File: src/rtl/core/assert_macros.svh
// ----------------------------------------------------------------------------
// assert_macros.svh
// Concurrent assertion helpers, compiled out for synthesis.
// ----------------------------------------------------------------------------
`ifndef ASSERT_MACROS_SVH
`define ASSERT_MACROS_SVH

`ifndef SYNTH

// property must hold at every rising clock edge outside reset
`define ASSERT_AT(lbl, clk, rstn, prop) \
	lbl: assert property (@(posedge clk) disable iff (!rstn) (prop)) \
		else $error("assertion failed");

// condition must never be true outside reset
`define ASSERT_NEVER(lbl, clk, rstn, cond) \
	lbl: assert property (@(posedge clk) disable iff (!rstn) !(cond)) \
		else $error("forbidden condition seen");

`else

`define ASSERT_AT(lbl, clk, rstn, prop)
`define ASSERT_NEVER(lbl, clk, rstn, cond)

`endif

`endif

File: src/rtl/core/i2cwfs_pkg.sv
// ----------------------------------------------------------------------------
// i2cwfs_pkg
// Shared types and constants of the i2c write frame serializer.
// ----------------------------------------------------------------------------
`default_nettype none

package i2cwfs_pkg;

	// bus symbol codes
	localparam logic [1:0] SYM_START = 2'd0;
	localparam logic [1:0] SYM_BIT   = 2'd1;
	localparam logic [1:0] SYM_STOP  = 2'd2;

	// configuration register indexes
	localparam logic [1:0] REG_SLAVE_ADDRESS   = 2'd0;
	localparam logic [1:0] REG_COMMAND_CONTROL = 2'd1;
	localparam logic [1:0] REG_DATA_CONTROL    = 2'd2;

	localparam logic [7:0] RST_SLAVE_ADDRESS   = 8'd120;
	localparam logic [7:0] RST_COMMAND_CONTROL = 8'd0;
	localparam logic [7:0] RST_DATA_CONTROL    = 8'd64;

	localparam logic       MODE_DATA = 1'b1;

	// sequencer slots: start is slot 0, stop is slot 28
	localparam logic [4:0] STOP_SLOT = 5'd28;
	localparam logic [3:0] ACK_SLOT  = 4'd8;

	typedef struct packed {
		logic       mode;
		logic [7:0] payload;
	} in_word_t;

	typedef struct packed {
		logic [1:0] symbol;
		logic       sda_level;
		logic       last;
	} out_word_t;

	// three frame bytes, first byte on the left
	typedef struct packed {
		logic [7:0] addr_byte;
		logic [7:0] ctrl_byte;
		logic [7:0] data_byte;
	} frame_t;

	typedef struct packed {
		logic       busy;
		logic [4:0] slot;
	} back_status_t;

endpackage

`default_nettype wire

File: src/rtl/core/i2c_write_frame_serializer_core.sv
// ----------------------------------------------------------------------------
// i2c_write_frame_serializer_core
// Turns each pushed word into one I2C write frame of 29 bus symbols.
// ----------------------------------------------------------------------------
// Each pushed word (mode, payload) becomes start, slave address, control byte
// picked by mode, payload, stop; every byte is eight bit pulses MSB first and
// a released-SDA ack slot, so one word gives 29 result words. The sequencer
// emits one symbol per cycle while its output is popped or empty. Words are
// taken while the frame queue has room: up to QUEUE_DEPTH frames wait behind
// the one being sent, and a result waiting at the output does not block
// acceptance. The control byte is chosen when the word is pushed; the user
// must write registers only while the block is idle; it does not enforce this.
`default_nettype none

`include "assert_macros.svh"

module i2c_write_frame_serializer_core
	import i2cwfs_pkg::*;
#(
	parameter int QUEUE_DEPTH = 2
) (
	input  wire logic       clk,
	input  wire logic       arst_n,
	input  wire logic       push,
	output logic            full,
	input  wire in_word_t   in_word,
	output logic            empty,
	input  wire logic       pop,
	output out_word_t       out_word,
	input  wire logic       cfg_wen,
	input  wire logic [1:0] cfg_idx,
	input  wire logic [7:0] cfg_wdata
);

	frame_t       frame;
	frame_t       q_data;
	logic         q_empty;
	logic         q_pop;
	back_status_t status;

	i2cwfs_front u_front (
		.clk       (clk),
		.arst_n    (arst_n),
		.cfg_wen   (cfg_wen),
		.cfg_idx   (cfg_idx),
		.cfg_wdata (cfg_wdata),
		.in_word   (in_word),
		.frame     (frame)
	);

	i2cwfs_fifo #(
		.WIDTH ($bits(frame_t)),
		.DEPTH (QUEUE_DEPTH)
	) u_fifo (
		.clk    (clk),
		.arst_n (arst_n),
		.push   (push),
		.din    (frame),
		.full   (full),
		.pop    (q_pop),
		.dout   (q_data),
		.empty  (q_empty)
	);

	i2cwfs_back u_back (
		.clk      (clk),
		.arst_n   (arst_n),
		.q_data   (q_data),
		.q_empty  (q_empty),
		.q_pop    (q_pop),
		.out_word (out_word),
		.empty    (empty),
		.pop      (pop),
		.status   (status)
	);

	`ASSERT_AT(a_last_is_stop, clk, arst_n,
		!empty |-> (out_word.last == (out_word.symbol == SYM_STOP)))
	`ASSERT_AT(a_start_loads_seq, clk, arst_n,
		(!empty && out_word.symbol == SYM_START) |-> (status.busy && status.slot == 5'd1))
	`ASSERT_NEVER(a_no_bad_symbol, clk, arst_n,
		!empty && out_word.symbol != SYM_START && out_word.symbol != SYM_BIT
		&& out_word.symbol != SYM_STOP)
	`ASSERT_AT(a_pop_only_when_idle, clk, arst_n,
		q_pop |=> (status.busy && status.slot == 5'd1))

endmodule

`default_nettype wire

File: src/rtl/core/i2cwfs_front.sv
// ----------------------------------------------------------------------------
// i2cwfs_front
// Configuration registers and frame builder: turns an input word into the
// three bytes of its frame.
// ----------------------------------------------------------------------------
`default_nettype none

module i2cwfs_front
	import i2cwfs_pkg::*;
(
	input  wire logic       clk,
	input  wire logic       arst_n,
	input  wire logic       cfg_wen,
	input  wire logic [1:0] cfg_idx,
	input  wire logic [7:0] cfg_wdata,
	input  wire in_word_t   in_word,
	output frame_t          frame
);

	logic [7:0] slave_address_q;
	logic [7:0] command_control_q;
	logic [7:0] data_control_q;

	always_ff @(posedge clk or negedge arst_n) begin
		if (!arst_n) begin
			slave_address_q   <= RST_SLAVE_ADDRESS;
			command_control_q <= RST_COMMAND_CONTROL;
			data_control_q    <= RST_DATA_CONTROL;
		end else if (cfg_wen) begin
			unique case (cfg_idx)
				REG_SLAVE_ADDRESS:   slave_address_q   <= cfg_wdata;
				REG_COMMAND_CONTROL: command_control_q <= cfg_wdata;
				REG_DATA_CONTROL:    data_control_q    <= cfg_wdata;
				default: ;
			endcase
		end
	end

	always_comb begin
		frame.addr_byte = slave_address_q;
		frame.ctrl_byte = (in_word.mode == MODE_DATA) ? data_control_q : command_control_q;
		frame.data_byte = in_word.payload;
	end

endmodule

`default_nettype wire

File: src/rtl/core/i2cwfs_fifo.sv
// ----------------------------------------------------------------------------
// i2cwfs_fifo
// Small register queue of built frames between front and back.
// ----------------------------------------------------------------------------
`default_nettype none

module i2cwfs_fifo #(
	parameter int WIDTH = 24,
	parameter int DEPTH = 2
) (
	input  wire logic             clk,
	input  wire logic             arst_n,
	input  wire logic             push,
	input  wire logic [WIDTH-1:0] din,
	output logic                  full,
	input  wire logic             pop,
	output logic [WIDTH-1:0]      dout,
	output logic                  empty
);

	localparam int PW = (DEPTH > 1) ? $clog2(DEPTH) : 1;
	localparam int CW = $clog2(DEPTH + 1);
	localparam logic [PW-1:0] PTR_LAST = PW'(DEPTH - 1);
	localparam logic [CW-1:0] CNT_FULL = CW'(DEPTH);

	logic [WIDTH-1:0] mem_q [DEPTH];
	logic [PW-1:0]    wr_ptr_q;
	logic [PW-1:0]    rd_ptr_q;
	logic [CW-1:0]    cnt_q;
	logic             do_push;
	logic             do_pop;

	assign full    = (cnt_q == CNT_FULL);
	assign empty   = (cnt_q == '0);
	assign do_push = push && !full;
	assign do_pop  = pop && !empty;
	assign dout    = mem_q[rd_ptr_q];

	always_ff @(posedge clk) begin
		if (do_push) begin
			mem_q[wr_ptr_q] <= din;
		end
	end

	always_ff @(posedge clk or negedge arst_n) begin
		if (!arst_n) begin
			wr_ptr_q <= '0;
			rd_ptr_q <= '0;
			cnt_q    <= '0;
		end else begin
			if (do_push) begin
				wr_ptr_q <= (wr_ptr_q == PTR_LAST) ? '0 : wr_ptr_q + 1'b1;
			end
			if (do_pop) begin
				rd_ptr_q <= (rd_ptr_q == PTR_LAST) ? '0 : rd_ptr_q + 1'b1;
			end
			if (do_push && !do_pop) begin
				cnt_q <= cnt_q + 1'b1;
			end else if (do_pop && !do_push) begin
				cnt_q <= cnt_q - 1'b1;
			end
		end
	end

endmodule

`default_nettype wire

File: src/rtl/core/i2cwfs_back.sv
// ----------------------------------------------------------------------------
// i2cwfs_back
// Symbol sequencer: walks one frame as start, 27 bit pulses and stop, one
// symbol per cycle while the output is popped or empty, into an output register.
// ----------------------------------------------------------------------------
`default_nettype none

module i2cwfs_back
	import i2cwfs_pkg::*;
(
	input  wire logic   clk,
	input  wire logic   arst_n,
	input  wire frame_t q_data,
	input  wire logic   q_empty,
	output logic        q_pop,
	output out_word_t   out_word,
	output logic        empty,
	input  wire logic   pop,
	output back_status_t status
);

	localparam int FRAME_BITS = $bits(frame_t);

	logic                  busy_q,      busy_d;
	logic [4:0]            slot_q,      slot_d;
	logic [3:0]            bit_cnt_q,   bit_cnt_d;
	logic [FRAME_BITS-1:0] shift_q,     shift_d;
	logic                  out_valid_q, out_valid_d;
	out_word_t             out_q,       out_d;
	logic                  advance;

	assign advance = !out_valid_q || pop;

	always_comb begin
		busy_d      = busy_q;
		slot_d      = slot_q;
		bit_cnt_d   = bit_cnt_q;
		shift_d     = shift_q;
		out_valid_d = out_valid_q;
		out_d       = out_q;
		q_pop       = 1'b0;
		if (advance) begin
			out_valid_d = 1'b0;
			if (busy_q) begin
				out_valid_d = 1'b1;
				if (slot_q == STOP_SLOT) begin
					out_d  = '{symbol: SYM_STOP, sda_level: 1'b0, last: 1'b1};
					busy_d = 1'b0;
				end else if (bit_cnt_q == ACK_SLOT) begin
					// ack slot, sda released
					out_d     = '{symbol: SYM_BIT, sda_level: 1'b1, last: 1'b0};
					bit_cnt_d = '0;
					slot_d    = slot_q + 1'b1;
				end else begin
					out_d     = '{symbol: SYM_BIT, sda_level: shift_q[FRAME_BITS-1],
						last: 1'b0};
					shift_d   = {shift_q[FRAME_BITS-2:0], 1'b0};
					bit_cnt_d = bit_cnt_q + 1'b1;
					slot_d    = slot_q + 1'b1;
				end
			end else if (!q_empty) begin
				q_pop       = 1'b1;
				out_valid_d = 1'b1;
				out_d       = '{symbol: SYM_START, sda_level: 1'b0, last: 1'b0};
				shift_d     = q_data;
				busy_d      = 1'b1;
				slot_d      = 5'd1;
				bit_cnt_d   = '0;
			end
		end
	end

	always_ff @(posedge clk or negedge arst_n) begin
		if (!arst_n) begin
			busy_q      <= 1'b0;
			slot_q      <= '0;
			bit_cnt_q   <= '0;
			out_valid_q <= 1'b0;
		end else begin
			busy_q      <= busy_d;
			slot_q      <= slot_d;
			bit_cnt_q   <= bit_cnt_d;
			out_valid_q <= out_valid_d;
		end
	end

	always_ff @(posedge clk) begin
		shift_q <= shift_d;
		out_q   <= out_d;
	end

	assign out_word      = out_q;
	assign empty         = !out_valid_q;
	assign status.busy   = busy_q;
	assign status.slot   = slot_q;

endmodule

`default_nettype wire

File: config.mk
export PLATFORM = sky130hd
export DESIGN_NAME = i2c_write_frame_serializer_core
export DESIGN_NICKNAME = d
export VERILOG_FILES = /design/src/rtl/core/i2cwfs_pkg.sv /design/src/rtl/core/i2c_write_frame_serializer_core.sv /design/src/rtl/core/i2cwfs_front.sv /design/src/rtl/core/i2cwfs_fifo.sv /design/src/rtl/core/i2cwfs_back.sv
export VERILOG_INCLUDE_DIRS = /design/src /design/src/rtl/core
export SDC_FILE = /design/constraint.sdc
export NUM_CORES = 1
export LEC_CHECK = 0
export BUFFER_PORTS_ARGS = -buffer_cell sky130_fd_sc_hd__buf_2
export CELL_PAD_IN_SITES_DETAIL_PLACEMENT = 2
export CELL_PAD_IN_SITES_GLOBAL_PLACEMENT = 2
export CORE_ASPECT_RATIO = 1.5
export CORE_MARGIN = 2
export CORE_UTILIZATION = 35
export CTS_CLUSTER_DIAMETER = 150
export DETAILED_ROUTE_END_ITERATION = 10
export GPL_TIMING_DRIVEN = 0
export PLACE_DENSITY = 0.62
export REMOVE_ABC_BUFFERS = 1
export SYNTH_ARGS = -nofsm -noshare
export SYNTH_HDL_FRONTEND = slang
export SYNTH_SLANG_ARGS = --single-unit
export TNS_END_PERCENT = 10
File: constraint.sdc
create_clock -name clk -period 4.7 [get_ports clk]
set_clock_uncertainty 0.05 [all_clocks]
set_input_delay 0.94 -clock clk [delete_from_list [all_inputs] [get_ports clk]]
set_output_delay 0.94 -clock clk [all_outputs]
set_load 0.005 [all_outputs]
==> results.json, run 1 <==
{
  "min_period_ns": 2.208,
  "p_leak_nw": 2.207,
  "yosys.area_share.adder": 0.01356,
  "cts_num_sinks": 114,
  "power.total_mw": 3.667,
  "max_slew_margin": 0.1570,
  "overflow": 0,
  "arrival_ns": 1.22,
  "path_class": "reg -> out",
  "ant_nets": 0,
  "syn_area_um2": 4613,
  "ys_seq_elements": 114,
  "cts_tree": "yes",
  "numCtsBuffers": 17,
  "crit_chain": "nand2b_1, inv_1, buf_2",
  "areaGrowthSynthToFinish_pct": 20.80,
  "grt_pass1_wl_um": 15240,
  "synthMuxAreaShare": 0.1324,
  "cp.required_ns": 3.71,
  "worstSkewPairLatency_ns": 0.41,
  "cap_violations": 0,
  "wl_per_cell_um": 18.57,
  "combPwrFrac": 0.171,
  "pwr-share-clk": 0.379,
  "drt_iter0_drc": 76,
  "tightest_slew_ns": 1.265,
  "routed_wl_um": 9546,
  "max_stage_delay_ns": 0.45,
  "place.port_buffers": 29,
  "cts-resized-gates": 0,
  "synth_cell_types": 35,
  "finalCoreUtilization": 0.4302,
  "clk_root_buffer_cell": "clkbuf_16",
  "reg2reg_from": "u_back.slot_q[0]",
  "min_to": "u_fifo.mem_q[0][17]",
  "power.internal_mw": 2.677,
  "detail_route.vias_per_cell": 4.949,
  "synth_area_leader_cell": "edfxtp_1",
  "yosysMostFrequentCell": "edfxtp_1",
  "regToRegSetupSlack_ns": 2.53,
  "synth_edf_count": 75,
  "drc_errors": 0,
  "synth.avg_cell_area_um2": 15.17,
  "vias": 2544,
  "netlist_instances": 304,
  "report.final.hold_viol_count": 0,
  "synth_top_family_by_area": "multiplexers",
  "grt_max_degree": 52,
  "slew_violations": 0,
  "firstDrtPassIters": 4,
  "yosysSeqAreaShare": 0.7011,
  "antenna_found_initial": 0,
  "fill_cells": 1296,
  "crit_path_start_kind": "flip-flop",
  "async_flop_share": 0.3421,
  "rsz0062_at_grt": "no",
  "dieArea_um2": 14130,
  "synth_compound_area_frac": 0.05153,
  "fin_nets": 371,
  "grt_pass1_vias": 2903,
  "cts_setup_buffers": 0,
  "cts_hold_buf": 0,
  "drive_gt1_frac": 0.3014,
  "setup_viol": 0,
  "crit_start": "u_fifo.cnt_q[0]",
  "gp_congestion": 0.6803,
  "synth_ff_type": "edfxtp_1",
  "synthTopCellsByCount": "edfxtp_1, dfrtp_1, nand2_1",
  "reg2reg_depth": 5,
  "period_share": 0.4699,
  "power_switching_mw": 0.9905,
  "p_seq_frac": 0.450,
  "ios": 30,
  "min_from": "u_front.slave_address_q[1]",
  "netlist.area_leader.share": 0.4882,
  "n_antenna_cell": 0,
  "status": "finished, final reports clean",
  "cts.clk_slew.worst_paths_ns": 0.06,
  "end_kind": "output port",
  "hold_class": "reg -> reg",
  "r2r-end": "u_back.shift_q[19]",
  "die_y_um": 144.6,
  "initial_core_util": 0.3561,
  "tns_ns": 0,
  "fmax_mhz": 452.8,
  "yosysWarnings": 0,
  "whs_path_depth": 0,
  "coreArea_um2": 12950,
  "die_x_um": 97.74,
  "track_usage": 0.1462,
  "yosys.area_share.simple": 0.06889,
  "peakVddDrop_v": 0.0002984,
  "crit_buf_inv": 2,
  "power_density_nw_per_um2": 658.0,
  "rows": 51,
  "hpwl_um": 5768,
  "htreeDepth": 4,
  "path_delay_family": "flip-flops",
  "swShare": 0.2701,
  "path_max_fanout": 6,
  "yosys-top-cells-area": "edfxtp_1, dfrtp_1, mux2_2",
  "synth_xor_area_frac": 0.01139,
  "critPathSlowestCell": "dfrtp_1",
  "clk_path_buf_depth": 2
}
-- power by group through the flow --
stage               sequential [mW]  clock, mW  combinational (mW)
floorplan                      1.62          0               0.423
global placement               1.69          0               0.570
detailed placement             1.67          0               0.642
CTS                            1.66       1.43               0.658
global route                   1.69       1.46               0.720
finish                         1.65       1.39               0.626
-- worst register-to-register path, stage by stage, from the launching register on --
cell and delay (ns):
dfrtp_1 0.41, inv_1 0.07, ha_1 0.27, nand4_4 0.13
o211ai_4 0.16, a21oi_4 0.70
-- worst max path at each step --
stage	to	slack [ns]	cells past startpoint
2_1_floorplan	u_back.shift_q[0]	1.60	3
3_3_place_gp	u_back.shift_q[16]	0.16	3
3_5_place_dp	u_back.shift_q[9]	2.10	4
4_1_cts	u_back.shift_q[19]	2.45	5
5_1_grt	u_back.shift_q[19]	2.35	5
6_report	full	2.49	3
-- per-stage QoR --
| stage | worst slack, ns | std cells | hold WS [ns] | cell area [um^2] |
|---|---|---|---|---|
| 2_1_floorplan | 1.598 | 293 | 0.3882 | 4549 |
| 3_3_place_gp | 0.1643 | 481 | 0.4004 | 4893 |
| 3_5_place_dp | 2.105 | 482 | 0.4120 | 4935 |
| 4_1_cts | 2.453 | 514 | 0.4231 | 5573 |
| 5_1_grt | 2.355 | 514 | 0.4316 | 5573 |
| 6_report | 2.492 | 514 | 0.4212 | 5573 |
-- state kept, by name (all words and copies together), names as in the netlist --
signal	cells
u_back.bit_cnt_q	4
u_back.busy_q	1
u_back.out_valid_q	1
u_back.out_word	3
u_back.shift_q	24
u_back.slot_q	5
u_fifo.cnt_q	2
u_fifo.mem_q	48
u_fifo.rd_ptr_q	1
u_fifo.wr_ptr_q	1
u_front.command_control_q	8
u_front.data_control_q	8
u_front.slave_address_q	8
-- cell families (layout without fill, tap and decap cells) --
kind of cell / after synthesis / after routing
and+or+nand+nor: 63 / 63
adders and majority gates: 5 / 5
xor gates and xnor gates: 6 / 6
AOI/OAI and AO/OA: 39 / 39
DFF: 114 / 114
muxes: 57 / 57
buffers and inverters: 20 / 71
-- layout make-up --
class	instances	area, um^2	area share
multi-input combinational	170	1300	0.2333
tap	159	198.9	0.03570
timing repair buffer	30	165.2	0.02964
sequential	114	3237	0.5808
inverter	9	33.78	0.006062
clock inverter	10	183.9	0.03300
clock buffer	22	454.2	0.08150
-- cell usage in the layout (no fill, tap or decap), types with 3 or more instances in the layout --
| master | count |
|---|---|
| edfxtp_1 | 75 |
| clkbuf_16 | 17 |
| mux2_2 | 32 |
| nand2_1 | 33 |
| a22o_2 | 3 |
| nand3b_1 | 3 |
| nor2_1 | 9 |
| nand3_1 | 4 |
| mux2i_1 | 25 |
| clkbuf_1 | 4 |
| dfstp_2 | 5 |
| ha_1 | 5 |
| xnor2_1 | 3 |
| xor2_1 | 3 |
| o21ai_0 | 29 |
| buf_2 | 29 |
| inv_1 | 9 |
| nor3_1 | 3 |
| dfrtp_1 | 32 |
| bufinv_16 | 5 |
-- layer usage --
| layer | vias to the layer above | wire length [um] | share of wire | global-route usage |
|---|---|---|---|---|
| met5 | - | 0 | 0 | 0 |
| met4 | 0 | 128 | 0.013 | 0.05921 |
| met3 | 10 | 318 | 0.033 | 0.04108 |
| met2 | 37 | 5362 | 0.56 | 0.2690 |
| met1 | 1310 | 3736 | 0.39 | 0.1582 |
| li1 | 1187 | - | - | - |
Note: power is estimated with default switching activity, not from simulation.
==> run 2: changes to the inputs <==
--- a/config.mk
+++ b/config.mk
@@ -6,6 +6,7 @@
 export SDC_FILE = /design/constraint.sdc
 export NUM_CORES = 1
 export LEC_CHECK = 0
+export ABC_AREA = 1
 export BUFFER_PORTS_ARGS = -buffer_cell sky130_fd_sc_hd__buf_2
 export CELL_PAD_IN_SITES_DETAIL_PLACEMENT = 2
 export CELL_PAD_IN_SITES_GLOBAL_PLACEMENT = 2
@@ -15,7 +16,7 @@
 export CTS_CLUSTER_DIAMETER = 150
 export DETAILED_ROUTE_END_ITERATION = 10
 export GPL_TIMING_DRIVEN = 0
-export PLACE_DENSITY = 0.62
+export PLACE_DENSITY = 0.66
 export REMOVE_ABC_BUFFERS = 1
 export SYNTH_ARGS = -nofsm -noshare
 export SYNTH_HDL_FRONTEND = slang
==> constraint.sdc (replaced) <==
create_clock -name clk -period 2.1 [get_ports clk]
set_clock_uncertainty 0.05 [all_clocks]
set_input_delay 0.42 -clock clk [delete_from_list [all_inputs] [get_ports clk]]
set_output_delay 0.42 -clock clk [all_outputs]
set_load 0.005 [all_outputs]
==> run 2 against run 1 <==
Compared with the run above:
- setup slack got worse by 2.3 ns
- hold slack got worse by 0.31 ns
- cell count grew 17%
- die area down 1.4%
- utilization rose by 0.39 points
- critical path depth increased by 3
- critical endpoint is now u_fifo.cnt_q[1]
- largest power group unchanged
- combinational power is 140% higher
- power is 120% higher
- first-iteration DRC count increased by 22%
- non-clock buffer count is 6 higher
- clock power increased by 110%
==> results.json, run 2 <==
{
  "ant_nets": 0,
  "firstDrtPassIters": 4,
  "drive_gt1_frac": 0.2068,
  "htreeDepth": 4,
  "grt_max_degree": 40,
  "max_stage_delay_ns": 0.44,
  "routed_wl_um": 11070,
  "dieArea_um2": 13940,
  "top_regs": "u_fifo.mem_q x48, u_back.shift_q x24",
  "rsz0062_at_grt": "no",
  "synth.avg_cell_area_um2": 11.75,
  "ys_seq_elements": 114,
  "antenna_found_initial": 0,
  "netlist_instances": 387,
  "crit_buf_inv": 1,
  "crit_chain": "o21ai_1, inv_1, ha_1, a21oi_1, o21ai_0, xor2_1",
  "worstSkewPairLatency_ns": 0.41,
  "overflow": 0,
  "power_switching_mw": 2.391,
  "fmax_mhz": 516.6,
  "yosysWarnings": 0,
  "path_max_fanout": 5,
  "swShare": 0.2955,
  "track_usage": 0.1746,
  "detail_route.vias_per_cell": 4.980,
  "slew_violations": 0,
  "top_register": "u_fifo.mem_q",
  "hpwl_um": 6372,
  "cts.clk_slew.worst_paths_ns": 0.05,
  "netlist.area_leader.share": 0.4952,
  "min_period_ns": 1.936,
  "critPathSlowestCell": "o21ai_1",
  "wl_per_cell_um": 18.48,
  "combPwrFrac": 0.187,
  "end_kind": "flip-flop",
  "finalCoreUtilization": 0.4341,
  "peakVddDrop_v": 0.0005404,
  "drc_errors": 0,
  "power.total_mw": 8.091,
  "largest_reg_flops": 48,
  "grt_pass1_wl_um": 18170,
  "synth_ff_type": "edfxtp_1",
  "synth_cell_types": 27,
  "arrival_ns": 2.17,
  "cts_tree": "yes",
  "cts_num_sinks": 114,
  "ios": 30,
  "hold_ws_ns": 0.1076,
  "crit_path_start_kind": "flip-flop",
  "numCtsBuffers": 17,
  "rows": 51,
  "p_leak_nw": 2.286,
  "mostFrequentLayoutCells": "edfxtp_1, nand2_1, a21oi_1",
  "drt_iter0_drc": 93,
  "yosysSeqAreaShare": 0.7111,
  "grt_pass1_vias": 3412,
  "p_seq_frac": 0.444,
  "syn_area_um2": 4548,
  "pwr-share-clk": 0.369,
  "report.final.hold_viol_count": 0,
  "hold_class": "in -> async",
  "clk_path_buf_depth": 2,
  "synthTopCellsByCount": "edfxtp_1, nand2_1, a21oi_1",
  "path_class": "reg -> reg",
  "period_share": 0.9218,
  "cts_hold_buf": 0,
  "path_delay_family": "compound AO/OA/AOI/OAI gates",
  "async_flop_share": 0.3421,
  "vias": 2983,
  "tightest_slew_ns": 0.9607,
  "die_y_um": 143.6,
  "final_common_cell": "edfxtp_1",
  "gp_congestion": 0.6878,
  "areaGrowthSynthToFinish_pct": 22.42,
  "synth_edf_count": 75,
  "die_x_um": 97.08,
  "clk_root_buffer_cell": "clkbuf_16",
  "synth_area_leader_cell": "edfxtp_1",
  "coreArea_um2": 12830,
  "status": "finished, final reports clean",
  "yosysMostFrequentCell": "edfxtp_1",
  "n_antenna_cell": 0,
  "cp.required_ns": 2.33,
  "fin_nets": 456,
  "yosys-top-cells-area": "edfxtp_1, dfrtp_1, nand2_1",
  "cap_violations": 0,
  "setup_viol": 0,
  "power.internal_mw": 5.700,
  "max_slew_margin": 0.3595,
  "initial_core_util": 0.3546,
  "place.port_buffers": 29,
  "power_density_nw_per_um2": 1453
}
==> run 2: cell types whose count changed after synthesis, sizes merged, moves of 5 or more <==
| cell | previous run | this run |
|---|---|---|
| nand2 | 33 | 72 |
| inv | 9 | 29 |
| buf | 4 | 9 |
| a21oi | 2 | 49 |
| nor2 | 10 | 39 |
| o21ai | 29 | 35 |
| nand3 | 4 | 12 |
| mux2i | 25 | 0 |
| mux2 | 32 | 8 |
==> run 2: kinds of logic after synthesis <==
family                   Yosys count  synth area share
flip-flops                       114            0.7111
AO/OA/AOI/OAI                     85           0.09574
buffers and inverters             45           0.04127
AND/OR/NAND/NOR                  126            0.1106
XOR/XNOR                           4          0.007704
multiplexers                       8           0.01981
adder cells (fa/ha/maj)            5           0.01376
==> run 2: timing repair <==
item,CTS,global route
resized for setup,8,0
buffers inserted,5,2
endpoints found under the hold margin,0,0
gates cloned,1,0
endpoints found under the setup margin,66,21
==> run 2: power groups by stage <==
stage	clock network, mW	registers, mW	logic [mW]
floorplan	0	3.50	0.905
global placement	0	3.64	1.28
detailed placement	0	3.67	1.38
CTS	3.02	3.62	1.53
global route	3.15	3.67	1.75
finish	2.98	3.59	1.52
==> run 2: area by class of cell <==
type                            instances  area (um^2)
Fill cell                            1324         7258
Multi-Input combinational cell        229         1181
Timing Repair Buffer                   36        217.7
Clock inverter                          7        90.09
Inverter                               29        111.4
Clock buffer                           25        529.3
Tap cell                              159        198.9
Sequential cell                       114         3239
==> run 2: per-layer routing <==
layer  up-vias  global-route usage  share of wire
met3        14             0.04232          0.024
li1       1404                   -              -
met4         0             0.06672          0.016
met2        41              0.3381           0.57
met5         -                   0              0
met1      1524              0.1801           0.39
==> run 2: path summary, 6_finish.rpt <==
| check | end | cells past startpoint | startpoint | slack [ns] |
|---|---|---|---|---|
| max in group asynchronous | u_back.busy_q | 1 | arst_n | 1.19 |
| worst max register to register | u_fifo.cnt_q[1] | 6 | u_fifo.cnt_q[0] | 0.16 |
| worst max-delay path | u_fifo.cnt_q[1] | 6 | u_fifo.cnt_q[0] | 0.16 |
| min in group clk | u_fifo.mem_q[1][0] | 1 | in_word[0] | 0.14 |
| worst min-delay path | u_back.out_valid_q | 1 | arst_n | 0.11 |
| worst min register to register | u_front.command_control_q[5] | 2 | u_front.command_control_q[5] | 0.44 |
==> run 2: per-stage QoR <==
stage / cell area (um^2) / setup slack, ns / TNS, ns / instances
finish: 5568 / 0.1643 / 0 / 599
global route: 5568 / 0.06118 / 0 / 599
CTS: 5553 / 0.07194 / 0 / 597
detailed placement: 4840 / -1.686 / -59.04 / 559
global placement: 4813 / -3.019 / -136.26 / 559
floorplan: 4469 / -1.149 / -27.58 / 371
